`src/rtl/mps_pkg.sv`:
```
// ----------------------------------------------------------------------------
// mps_pkg
// shared constants, codes and register map of the meter poll supervisor
// ----------------------------------------------------------------------------
package mps_pkg;

    // field widths
    localparam int unsigned EnergyW = 32;
    localparam int unsigned PowerW  = 16;
    localparam int unsigned CountW  = 5;
    localparam int unsigned LimitW  = 4;

    // configuration port
    localparam int unsigned AddrW = 3;
    localparam int unsigned DataW = 32;

    // register indexes (byte address bit 2)
    localparam logic RegRetryLimit   = 1'b0;
    localparam logic RegRestartLimit = 1'b1;

    // register reset values
    localparam logic [LimitW-1:0] RetryLimitRst   = 4'd3;
    localparam logic [LimitW-1:0] RestartLimitRst = 4'd3;

    // milliseconds per hour and the product width it gives with a 32-bit energy
    localparam int unsigned         MsPerHourW = 22;
    localparam logic [MsPerHourW-1:0] MsPerHour = 22'd3600000;
    localparam int unsigned         ProdW      = EnergyW + MsPerHourW;

    // counters saturate here
    localparam logic [CountW-1:0] CountMax = 5'd31;

    // action codes
    typedef enum logic [1:0] {
        ACT_ADVANCE = 2'd0,
        ACT_STAY    = 2'd1,
        ACT_ERROR   = 2'd2
    } t_action;

    // wait before next poll
    typedef enum logic [1:0] {
        WAIT_100MS = 2'd0,
        WAIT_5S    = 2'd1,
        WAIT_30S   = 2'd2
    } t_wait;

    // line power actions
    typedef enum logic [1:0] {
        LINE_NONE    = 2'd0,
        LINE_OFF_1   = 2'd1,
        LINE_OFF_2   = 2'd2,
        LINE_ON_BOTH = 2'd3
    } t_line_action;

endpackage

```
`src/rtl/mps_if.sv`:
```
// ----------------------------------------------------------------------------
// mps_if
// valid/ready channels of the meter poll supervisor: poll beats in,
// result beats out
// ----------------------------------------------------------------------------
interface mps_in_if;
    logic        valid;
    logic        ready;
    logic        line1_ok;
    logic        line2_ok;
    logic [31:0] energy_line1_wh;
    logic [31:0] energy_line2_wh;
    logic [31:0] energy_home_wh;
    logic [31:0] now_ms;

    modport source (
        output valid, line1_ok, line2_ok, energy_line1_wh, energy_line2_wh,
               energy_home_wh, now_ms,
        input  ready
    );
    modport sink (
        input  valid, line1_ok, line2_ok, energy_line1_wh, energy_line2_wh,
               energy_home_wh, now_ms,
        output ready
    );
endinterface

interface mps_out_if;
    logic        valid;
    logic        ready;
    logic [1:0]  action;
    logic [1:0]  wait_code;
    logic [1:0]  line_action;
    logic        measured;
    logic [31:0] window_line1_wh;
    logic [31:0] window_line2_wh;
    logic [31:0] window_home_wh;
    logic [15:0] avg_power_line1_w;
    logic [15:0] avg_power_line2_w;
    logic [15:0] avg_power_home_w;

    modport source (
        output valid, action, wait_code, line_action, measured,
               window_line1_wh, window_line2_wh, window_home_wh,
               avg_power_line1_w, avg_power_line2_w, avg_power_home_w,
        input  ready
    );
    modport sink (
        input  valid, action, wait_code, line_action, measured,
               window_line1_wh, window_line2_wh, window_home_wh,
               avg_power_line1_w, avg_power_line2_w, avg_power_home_w,
        output ready
    );
endinterface

```
`src/rtl/meter_poll_supervisor.sv`:
```
// ----------------------------------------------------------------------------
// meter_poll_supervisor
// poll supervisor: energy windows, average power, retry and restart control
// ----------------------------------------------------------------------------
// i_in takes one poll beat (two read statuses, three cumulative energies in
// Wh, a millisecond time); o_out gives exactly one result beat per poll.
// Registers retry_limit (0x0) and restart_limit (0x4) sit on the APB port;
// they must be written by the user only while the block is idle, and the
// block itself does not enforce this. A failed poll or a poll in restart
// mode goes from idle straight to the output state, where its result is
// loaded into the output register; a good poll with no elapsed time takes
// the same path. Otherwise each of the three average powers goes through
// one multiply step and the shared radix-2 divider before the output state;
// the divider gives one quotient bit a cycle, and the sequencer returns to
// idle once the result is loaded.
// i_in.ready is high only while the sequencer is idle, so one poll is in
// work at a time; a finished result waits in the output register, and the
// sequencer holds it back while the receiver stalls.
// Reset clears all counters, stored totals and the poll time, returns to
// measuring mode and sets both limits to 3.
// ----------------------------------------------------------------------------
module meter_poll_supervisor (
    input  logic                             i_clk,
    input  logic                             i_rst_n,
    mps_in_if.sink                           i_in,
    mps_out_if.source                        o_out,
    input  logic                             psel,
    input  logic                             penable,
    input  logic                             pwrite,
    input  logic [mps_pkg::AddrW-1:0]        paddr,
    input  logic [mps_pkg::DataW-1:0]        pwdata,
    output logic [mps_pkg::DataW-1:0]        prdata,
    output logic                             pready
);

    localparam int unsigned Lanes    = 3;
    localparam int unsigned StepW    = $clog2(mps_pkg::ProdW);
    localparam logic [StepW-1:0] LastStep = StepW'(mps_pkg::ProdW - 1);
    localparam logic [1:0]       LastLane = 2'(Lanes - 1);

    typedef enum logic [3:0] {
        ST_IDLE = 4'b0001,
        ST_MUL  = 4'b0010,
        ST_DIV  = 4'b0100,
        ST_OUT  = 4'b1000
    } t_state;

    typedef struct packed {
        mps_pkg::t_action      action;
        mps_pkg::t_wait        wait_code;
        mps_pkg::t_line_action line_action;
        logic                  measured;
        logic [31:0]           win1;
        logic [31:0]           win2;
        logic [31:0]           winh;
        logic [15:0]           pow1;
        logic [15:0]           pow2;
        logic [15:0]           powh;
    } t_result;

    function automatic logic [mps_pkg::CountW-1:0] bump(
        input logic [mps_pkg::CountW-1:0] c
    );
        return (c < mps_pkg::CountMax) ? c + 1'b1 : mps_pkg::CountMax;
    endfunction

    t_state                          r_state, n_state;
    logic [mps_pkg::LimitW-1:0]      r_retry_limit;
    logic [mps_pkg::LimitW-1:0]      r_restart_limit;
    logic                            r_restart_mode;
    logic [mps_pkg::CountW-1:0]      r_retry_count;
    logic [mps_pkg::CountW-1:0]      r_line1_errors;
    logic [mps_pkg::CountW-1:0]      r_line2_errors;
    logic [mps_pkg::CountW-1:0]      r_restart_count;
    logic [31:0]                     r_last1;
    logic [31:0]                     r_last2;
    logic [31:0]                     r_lasth;
    logic [31:0]                     r_last_ms;

    // result under construction
    mps_pkg::t_action                r_action;
    mps_pkg::t_wait                  r_wait;
    mps_pkg::t_line_action           r_line;
    logic                            r_measured;
    logic [31:0]                     r_win [Lanes];
    logic [15:0]                     r_pow [Lanes];

    // shared divider
    logic [1:0]                      r_lane;
    logic [31:0]                     r_elapsed;
    logic [mps_pkg::ProdW-1:0]       r_prod;
    logic [31:0]                     r_rem;
    logic [15:0]                     r_quo;
    logic [StepW-1:0]                r_step;

    // output register
    t_result                         r_out;
    logic                            r_out_valid;

    logic                            w_in_beat;
    logic                            w_cfg_wr;
    logic                            w_out_free;
    logic [mps_pkg::CountW-1:0]      w_retry_bump;
    logic [mps_pkg::CountW-1:0]      w_l1_next;
    logic [mps_pkg::CountW-1:0]      w_l2_next;
    logic [mps_pkg::CountW-1:0]      w_restart_bump;
    logic [31:0]                     w_elapsed;
    logic [31:0]                     w_new1;
    logic [31:0]                     w_new2;
    logic [31:0]                     w_newh;
    logic [mps_pkg::ProdW-1:0]       w_prod;
    logic [32:0]                     w_shift;
    logic [32:0]                     w_diff;
    logic                            w_ge;

    // handshakes
    assign i_in.ready  = (r_state == ST_IDLE);
    assign w_in_beat   = i_in.valid && i_in.ready;
    assign w_cfg_wr    = psel && penable && pwrite;
    assign w_out_free  = !r_out_valid || o_out.ready;
    assign pready      = 1'b1;

    // register readback
    always_comb begin
        prdata = '0;
        unique case (paddr[2])
            mps_pkg::RegRetryLimit:   prdata = {{(mps_pkg::DataW-mps_pkg::LimitW){1'b0}},
                                                r_retry_limit};
            mps_pkg::RegRestartLimit: prdata = {{(mps_pkg::DataW-mps_pkg::LimitW){1'b0}},
                                                r_restart_limit};
            default:                  prdata = '0;
        endcase
    end

    // counter updates for a poll
    assign w_retry_bump   = bump(r_retry_count);
    assign w_restart_bump = bump(r_restart_count);
    assign w_l1_next      = i_in.line1_ok ? r_line1_errors : bump(r_line1_errors);
    assign w_l2_next      = i_in.line2_ok ? r_line2_errors : bump(r_line2_errors);

    // windows and elapsed time of a good poll
    assign w_elapsed = (r_last_ms != '0) ? i_in.now_ms - r_last_ms : '0;
    assign w_new1    = (r_last1 != '0) ? i_in.energy_line1_wh - r_last1 : '0;
    assign w_new2    = (r_last2 != '0) ? i_in.energy_line2_wh - r_last2 : '0;
    assign w_newh    = (r_lasth != '0) ? i_in.energy_home_wh - r_lasth : '0;

    // energy times ms per hour
    assign w_prod = {{mps_pkg::MsPerHourW{1'b0}}, r_win[r_lane]}
                  * {{mps_pkg::EnergyW{1'b0}}, mps_pkg::MsPerHour};

    // one restoring divide step
    assign w_shift = {r_rem, r_prod[mps_pkg::ProdW-1]};
    assign w_diff  = w_shift - {1'b0, r_elapsed};
    assign w_ge    = (w_shift >= {1'b0, r_elapsed});

    // sequencer
    always_comb begin
        n_state = r_state;
        unique case (r_state)
            ST_IDLE: begin
                if (w_in_beat) begin
                    if (!r_restart_mode && i_in.line1_ok && i_in.line2_ok &&
                        (w_elapsed != '0)) begin
                        n_state = ST_MUL;
                    end else begin
                        n_state = ST_OUT;
                    end
                end
            end
            ST_MUL: n_state = ST_DIV;
            ST_DIV: begin
                if (r_step == LastStep) begin
                    n_state = (r_lane == LastLane) ? ST_OUT : ST_MUL;
                end
            end
            ST_OUT: begin
                if (w_out_free) begin
                    n_state = ST_IDLE;
                end
            end
            default: n_state = ST_IDLE;
        endcase
    end

    // control state
    always_ff @(posedge i_clk) begin
        if (!i_rst_n) begin
            r_state         <= ST_IDLE;
            r_retry_limit   <= mps_pkg::RetryLimitRst;
            r_restart_limit <= mps_pkg::RestartLimitRst;
            r_restart_mode  <= 1'b0;
            r_retry_count   <= '0;
            r_line1_errors  <= '0;
            r_line2_errors  <= '0;
            r_restart_count <= '0;
            r_last1         <= '0;
            r_last2         <= '0;
            r_lasth         <= '0;
            r_last_ms       <= '0;
            r_out_valid     <= 1'b0;
        end else begin
            r_state <= n_state;

            // register writes
            if (w_cfg_wr) begin
                unique case (paddr[2])
                    mps_pkg::RegRetryLimit:   r_retry_limit   <= pwdata[mps_pkg::LimitW-1:0];
                    mps_pkg::RegRestartLimit: r_restart_limit <= pwdata[mps_pkg::LimitW-1:0];
                    default: ;
                endcase
            end

            // poll decision
            if (w_in_beat) begin
                if (r_restart_mode) begin
                    r_restart_mode <= 1'b0;
                    if (w_restart_bump > {1'b0, r_restart_limit}) begin
                        r_restart_count <= '0;
                    end else begin
                        r_restart_count <= w_restart_bump;
                    end
                end else if (!i_in.line1_ok || !i_in.line2_ok) begin
                    if (w_retry_bump > {1'b0, r_retry_limit}) begin
                        r_retry_count  <= '0;
                        r_line1_errors <= '0;
                        r_line2_errors <= '0;
                        r_restart_mode <= 1'b1;
                    end else begin
                        r_retry_count  <= w_retry_bump;
                        r_line1_errors <= w_l1_next;
                        r_line2_errors <= w_l2_next;
                    end
                end else begin
                    r_retry_count  <= '0;
                    r_line1_errors <= '0;
                    r_line2_errors <= '0;
                    r_last1        <= i_in.energy_line1_wh;
                    r_last2        <= i_in.energy_line2_wh;
                    r_lasth        <= i_in.energy_home_wh;
                    r_last_ms      <= i_in.now_ms;
                end
            end

            // output register: load a new beat or drop the taken one
            if ((r_state == ST_OUT) && w_out_free) begin
                r_out_valid <= 1'b1;
            end else if (r_out_valid && o_out.ready) begin
                r_out_valid <= 1'b0;
            end
        end
    end

    // result and divider datapath
    always_ff @(posedge i_clk) begin
        unique case (r_state)
            ST_IDLE: begin
                if (w_in_beat) begin
                    r_lane    <= '0;
                    r_elapsed <= w_elapsed;
                    for (int k = 0; k < Lanes; k++) begin
                        r_pow[k] <= '0;
                    end
                    if (r_restart_mode) begin
                        r_line     <= mps_pkg::LINE_ON_BOTH;
                        r_measured <= 1'b0;
                        for (int k = 0; k < Lanes; k++) begin
                            r_win[k] <= '0;
                        end
                        if (w_restart_bump > {1'b0, r_restart_limit}) begin
                            r_action <= mps_pkg::ACT_ERROR;
                            r_wait   <= mps_pkg::WAIT_100MS;
                        end else begin
                            r_action <= mps_pkg::ACT_STAY;
                            r_wait   <= mps_pkg::WAIT_30S;
                        end
                    end else if (!i_in.line1_ok || !i_in.line2_ok) begin
                        r_action   <= mps_pkg::ACT_STAY;
                        r_wait     <= mps_pkg::WAIT_5S;
                        r_measured <= 1'b0;
                        for (int k = 0; k < Lanes; k++) begin
                            r_win[k] <= '0;
                        end
                        // past the retry limit, name a line with errors
                        if ((w_retry_bump > {1'b0, r_retry_limit}) && (w_l1_next != '0)) begin
                            r_line <= mps_pkg::LINE_OFF_1;
                        end else if ((w_retry_bump > {1'b0, r_retry_limit}) &&
                                     (w_l2_next != '0)) begin
                            r_line <= mps_pkg::LINE_OFF_2;
                        end else begin
                            r_line <= mps_pkg::LINE_NONE;
                        end
                    end else begin
                        r_action   <= mps_pkg::ACT_ADVANCE;
                        r_wait     <= mps_pkg::WAIT_100MS;
                        r_line     <= mps_pkg::LINE_NONE;
                        r_measured <= 1'b1;
                        r_win[0]   <= w_new1;
                        r_win[1]   <= w_new2;
                        r_win[2]   <= w_newh;
                    end
                end
            end
            ST_MUL: begin
                r_prod <= w_prod;
                r_rem  <= '0;
                r_step <= '0;
            end
            ST_DIV: begin
                r_prod <= {r_prod[mps_pkg::ProdW-2:0], 1'b0};
                r_rem  <= w_ge ? w_diff[31:0] : w_shift[31:0];
                r_quo  <= {r_quo[14:0], w_ge};
                r_step <= r_step + 1'b1;
                if (r_step == LastStep) begin
                    r_pow[r_lane] <= {r_quo[14:0], w_ge};
                    r_lane        <= r_lane + 1'b1;
                end
            end
            ST_OUT: begin
                if (w_out_free) begin
                    r_out.action      <= r_action;
                    r_out.wait_code   <= r_wait;
                    r_out.line_action <= r_line;
                    r_out.measured    <= r_measured;
                    r_out.win1        <= r_win[0];
                    r_out.win2        <= r_win[1];
                    r_out.winh        <= r_win[2];
                    r_out.pow1        <= r_pow[0];
                    r_out.pow2        <= r_pow[1];
                    r_out.powh        <= r_pow[2];
                end
            end
            default: ;
        endcase
    end

    // result beat
    assign o_out.valid             = r_out_valid;
    assign o_out.action            = r_out.action;
    assign o_out.wait_code         = r_out.wait_code;
    assign o_out.line_action       = r_out.line_action;
    assign o_out.measured          = r_out.measured;
    assign o_out.window_line1_wh   = r_out.win1;
    assign o_out.window_line2_wh   = r_out.win2;
    assign o_out.window_home_wh    = r_out.winh;
    assign o_out.avg_power_line1_w = r_out.pow1;
    assign o_out.avg_power_line2_w = r_out.pow2;
    assign o_out.avg_power_home_w  = r_out.powh;

endmodule

```
`src/flat_wrapper.sv`:
```
// flat-port wrapper written by rule: the top's interface ports become plain ports
module meter_poll_supervisor_flat 
  (i_clk, i_rst_n, psel, penable, pwrite, paddr, pwdata, prdata, pready, i_in_valid, i_in_line1_ok, i_in_line2_ok, i_in_energy_line1_wh, i_in_energy_line2_wh, i_in_energy_home_wh, i_in_now_ms, i_in_ready, o_out_valid, o_out_action, o_out_wait_code, o_out_line_action, o_out_measured, o_out_window_line1_wh, o_out_window_line2_wh, o_out_window_home_wh, o_out_avg_power_line1_w, o_out_avg_power_line2_w, o_out_avg_power_home_w, o_out_ready);
  mps_in_if i_in_i ();
  mps_out_if o_out_i ();
  input  logic i_clk;
  input  logic i_rst_n;
  input  logic psel;
  input  logic penable;
  input  logic pwrite;
  input  logic [mps_pkg::AddrW-1:0] paddr;
  input  logic [mps_pkg::DataW-1:0] pwdata;
  output logic [mps_pkg::DataW-1:0] prdata;
  output logic pready;
  input wire logic [$bits(i_in_i.valid)-1:0] i_in_valid;
  input wire logic [$bits(i_in_i.line1_ok)-1:0] i_in_line1_ok;
  input wire logic [$bits(i_in_i.line2_ok)-1:0] i_in_line2_ok;
  input wire logic [$bits(i_in_i.energy_line1_wh)-1:0] i_in_energy_line1_wh;
  input wire logic [$bits(i_in_i.energy_line2_wh)-1:0] i_in_energy_line2_wh;
  input wire logic [$bits(i_in_i.energy_home_wh)-1:0] i_in_energy_home_wh;
  input wire logic [$bits(i_in_i.now_ms)-1:0] i_in_now_ms;
  output wire logic [$bits(i_in_i.ready)-1:0] i_in_ready;
  output wire logic [$bits(o_out_i.valid)-1:0] o_out_valid;
  output wire logic [$bits(o_out_i.action)-1:0] o_out_action;
  output wire logic [$bits(o_out_i.wait_code)-1:0] o_out_wait_code;
  output wire logic [$bits(o_out_i.line_action)-1:0] o_out_line_action;
  output wire logic [$bits(o_out_i.measured)-1:0] o_out_measured;
  output wire logic [$bits(o_out_i.window_line1_wh)-1:0] o_out_window_line1_wh;
  output wire logic [$bits(o_out_i.window_line2_wh)-1:0] o_out_window_line2_wh;
  output wire logic [$bits(o_out_i.window_home_wh)-1:0] o_out_window_home_wh;
  output wire logic [$bits(o_out_i.avg_power_line1_w)-1:0] o_out_avg_power_line1_w;
  output wire logic [$bits(o_out_i.avg_power_line2_w)-1:0] o_out_avg_power_line2_w;
  output wire logic [$bits(o_out_i.avg_power_home_w)-1:0] o_out_avg_power_home_w;
  input wire logic [$bits(o_out_i.ready)-1:0] o_out_ready;
  assign i_in_i.valid = i_in_valid;
  assign i_in_i.line1_ok = i_in_line1_ok;
  assign i_in_i.line2_ok = i_in_line2_ok;
  assign i_in_i.energy_line1_wh = i_in_energy_line1_wh;
  assign i_in_i.energy_line2_wh = i_in_energy_line2_wh;
  assign i_in_i.energy_home_wh = i_in_energy_home_wh;
  assign i_in_i.now_ms = i_in_now_ms;
  assign i_in_ready = i_in_i.ready;
  assign o_out_valid = o_out_i.valid;
  assign o_out_action = o_out_i.action;
  assign o_out_wait_code = o_out_i.wait_code;
  assign o_out_line_action = o_out_i.line_action;
  assign o_out_measured = o_out_i.measured;
  assign o_out_window_line1_wh = o_out_i.window_line1_wh;
  assign o_out_window_line2_wh = o_out_i.window_line2_wh;
  assign o_out_window_home_wh = o_out_i.window_home_wh;
  assign o_out_avg_power_line1_w = o_out_i.avg_power_line1_w;
  assign o_out_avg_power_line2_w = o_out_i.avg_power_line2_w;
  assign o_out_avg_power_home_w = o_out_i.avg_power_home_w;
  assign o_out_i.ready = o_out_ready;
  meter_poll_supervisor u_core (.i_clk(i_clk), .i_rst_n(i_rst_n), .i_in(i_in_i), .o_out(o_out_i), .psel(psel), .penable(penable), .pwrite(pwrite), .paddr(paddr), .pwdata(pwdata), .prdata(prdata), .pready(pready));
endmodule
```
`config.mk`:
```
export PLATFORM = sky130hd
export DESIGN_NAME = meter_poll_supervisor_flat
export DESIGN_NICKNAME = d
export VERILOG_FILES = /design/src/rtl/mps_pkg.sv /design/src/rtl/mps_if.sv /design/src/rtl/meter_poll_supervisor.sv /design/src/flat_wrapper.sv
export SDC_FILE = /design/constraint.sdc
export NUM_CORES = 2
export LEC_CHECK = 0
export BUFFER_PORTS_ARGS = -buffer_cell sky130_fd_sc_hd__buf_2
export CORE_MARGIN = 5
export CORE_UTILIZATION = 25
export CTS_CLUSTER_DIAMETER = 60
export DETAILED_ROUTE_END_ITERATION = 7
export PLACE_DENSITY = 0.45
export SYNTH_ARGS = -nofsm -noshare
export SYNTH_HDL_FRONTEND = slang
export SYNTH_SLANG_ARGS = --single-unit
```
`constraint.sdc`:
```
create_clock -name i_clk -period 20.5 [get_ports i_clk]
set_input_delay 3.075 -clock i_clk [delete_from_list [all_inputs] [get_ports i_clk]]
set_output_delay 3.075 -clock i_clk [all_outputs]
set_load 0.1 [all_outputs]
```
==> impl_metrics.ini <==
[logic_synthesis]
async_reset_ff_frac = 0
synth_xor_area_frac = 0.0410
synth_flop_cell = edfxtp_1
ys_seq_area_frac = 0.395
netlist_area_um2 = 41400
synth.area.mux_share = 0.0109
synthSimpleGateAreaFrac = 0.131
synth_top_family_by_area = adder cells
synth.distinct_cells = 90
ys_seq_elements = 600
yosys.area_share.adder = 0.227
synthCells = 4109
synth_edf_count = 436
synth.avg_cell_area_um2 = 10.1
synth_compound_area_frac = 0.133
yosysWarnings = 0

[drt]
drt_iter0_drc = 1685
vias = 29400
firstDrtPassIters = 7
wl_um = 121000
avgViaCountPerCell = 4.40
wl_per_cell_um = 18.1
drc = 0
drt.antenna.violating_nets = 0

[sta]
clock_skew_ns = 0.0954
max-slew-margin-rel = 0.0792
period_share = 0.419
finalMaxSlewViolations = 0
fmax_ghz = 0.116
finalSetupViolCount = 0
min_period_ns = 8.59
tns_ns = 0
tightest_slew_ns = 1.38
hold_violations = 0
rsz0062_at_grt = no

[grt]
grt_max_degree = 145
grt_pass1_vias = 29600
antenna_found_initial = 33
grt.overflow.total = 0
grt_pass1_wl_um = 184000
groute.usage.overall = 0.136

[finish]
area_growth_pct = 17.2
drive_above_1_share = 0.118
final_common_cell = inv_1
final_cells = 6685
nNetsFinal = 5198
final_cell_mix = inv_1 (511), nand2_1 (504), edfxtp_1 (436), ha_1 (369), buf_2 (297)

[run_status]
status = completed

[clock_tree]
cts-root-buf = clkbuf_16
clk_path_buf_depth = 3
cts_resized = 0
htreeDepth = 3
clk_pin_slew_ns = 0.06
cts_setup_buffers = 0
ctsHoldBuffers = 0
cts_inserted_buffers = 86
clock-sinks = 600
cts_tree = built
clk_latency_ns = 0.73

[place]
hpwl_um = 94600
dp_cells = 6519
port_buffers = 298
place_congestion = 0.853

[setup_path]
cp.required_ns = 20.86
cp_top_family = adder cells
crit_type = flop to flop
cp_num_buf_inv = 5
worst-path-max-fanout = 32
cpPeakStageDelay_ns = 0.83
worst_ep_arrival_time_ns = 8.95
worst_setup_path_start_kind = flop
slowest_stage = o21ai_1
endpoint_kind = flop

[die]
num_rows = 149
io_pins = 358
fp.dieH_um = 417
die_x_um = 417
fp.coreArea_um2 = 165000
start_util = 0.251
dieArea_um2 = 174000

[flow_run]
max_cap_viol_count = 0

[min_path]
hold_class = flop to flop
==> final timing paths <==
check | from | end | slack [ns] | depth (start not counted)
worst max-delay path | flop | u_core.r_prod[53] | 11.91 | 27
worst min-delay path | u_core.r_win[2][8] | o_out_window_home_wh[8] | 0.37 | 0
worst max register to register | flop | u_core.r_prod[53] | 11.91 | 27
worst min register to register | u_core.r_win[2][8] | o_out_window_home_wh[8] | 0.37 | 0
==> sequential cells by signal, summed over array words and instances, names as in the netlist, 32 cells and up, named ones only <==
name,flops
o_out_window_line1_wh,32
u_core.r_prod,47
u_core.r_last2,32
u_core.r_last_ms,32
o_out_window_line2_wh,32
u_core.r_win,96
u_core.r_elapsed,32
o_out_window_home_wh,32
u_core.r_last1,32
u_core.r_pow,48
u_core.r_rem,32
u_core.r_lasth,32
==> synth_stat cells (27+ instances only) <==
cell	number	area [um^2]
buf_4	29	218
nand2b_1	40	250
ha_1	369	4620
nand3_1	56	280
o21ai_0	153	766
dfxtp_1	164	3280
a21oi_1	195	976
nor2b_1	52	325
and2_1	66	413
nand4_1	33	206
xor2_1	97	850
mux2i_1	44	440
a21o_1	113	848
inv_1	513	1930
fa_1	239	4780
clkbuf_1	105	394
nor4_1	41	257
edfxtp_1	436	13100
nor2_1	246	923
a211oi_1	27	203
o21a_1	37	278
nand2_1	504	1890
nor3_1	48	240
a21boi_0	142	1070
xnor2_1	93	815
==> worst register-to-register path, stage by stage, from the launching register on <==
cell       delay (ns)
dfxtp_2          0.31
buf_4            0.52
mux2i_1          0.24
o21ai_1          0.83
ha_1             0.47
xor2_1           0.22
ha_1             0.22
a21o_1           0.16
fa_1             0.49
inv_1            0.06
fa_1             0.47
inv_1            0.05
fa_1             0.53
inv_1            0.05
fa_1             0.52
inv_1            0.04
ha_1             0.37
a211oi_1         0.38
nor3_1           0.13
o2111ai_1        0.30
nand4_1          0.25
a31oi_1          0.48
o31ai_1          0.19
and2_1           0.19
o32a_1           0.33
a211oi_1         0.26
xnor2_1          0.15
a21oi_1          0.10
==> per-layer routing <==
layer  GRT usage  routed length, um  up-vias
li1            -                  -    14700
met4      0.0394               3380        4
met5           0                 29        -
met1       0.183              55700    14100
met3      0.0171               3710      179
met2       0.231              58000      471
==> kinds of logic after synthesis <==
group	after synthesis
mux	45
xor+xnor	192
simple gates	1172
other cells	2
compound gates	830
flops	600
buf+inv	660
fa+ha+maj	608
==> per-stage QoR <==
| step | hold slack, ns | setup WS (ns) | instance area (um^2) | util |
|---|---|---|---|---|
| after floorplan | 0.400 | 9.98 | 41500 | - |
| after global placement | 0.402 | 11.82 | 45500 | 0.276 |
| after detailed placement | 0.405 | 11.82 | 45500 | 0.276 |
| after CTS | 0.355 | 11.84 | 48500 | 0.295 |
| after global routing | 0.373 | 11.48 | 48600 | 0.295 |
| final | 0.374 | 11.91 | 48600 | 0.295 |
==> cell type report <==
class	instances	area (um^2)
Inverter	514	1930
Antenna cell	6	15.0
Tap cell	2189	2740
Fill cell	17400	116000
Timing Repair Buffer	340	1830
Multi-Input combinational cell	2876	22600
Clock buffer	113	2450
Sequential cell	600	16400
Clock inverter	47	593
Power is left out: the tool's default activity adds up to more than one toggle a clock period on the data nets, which glitch-free logic cannot reach.
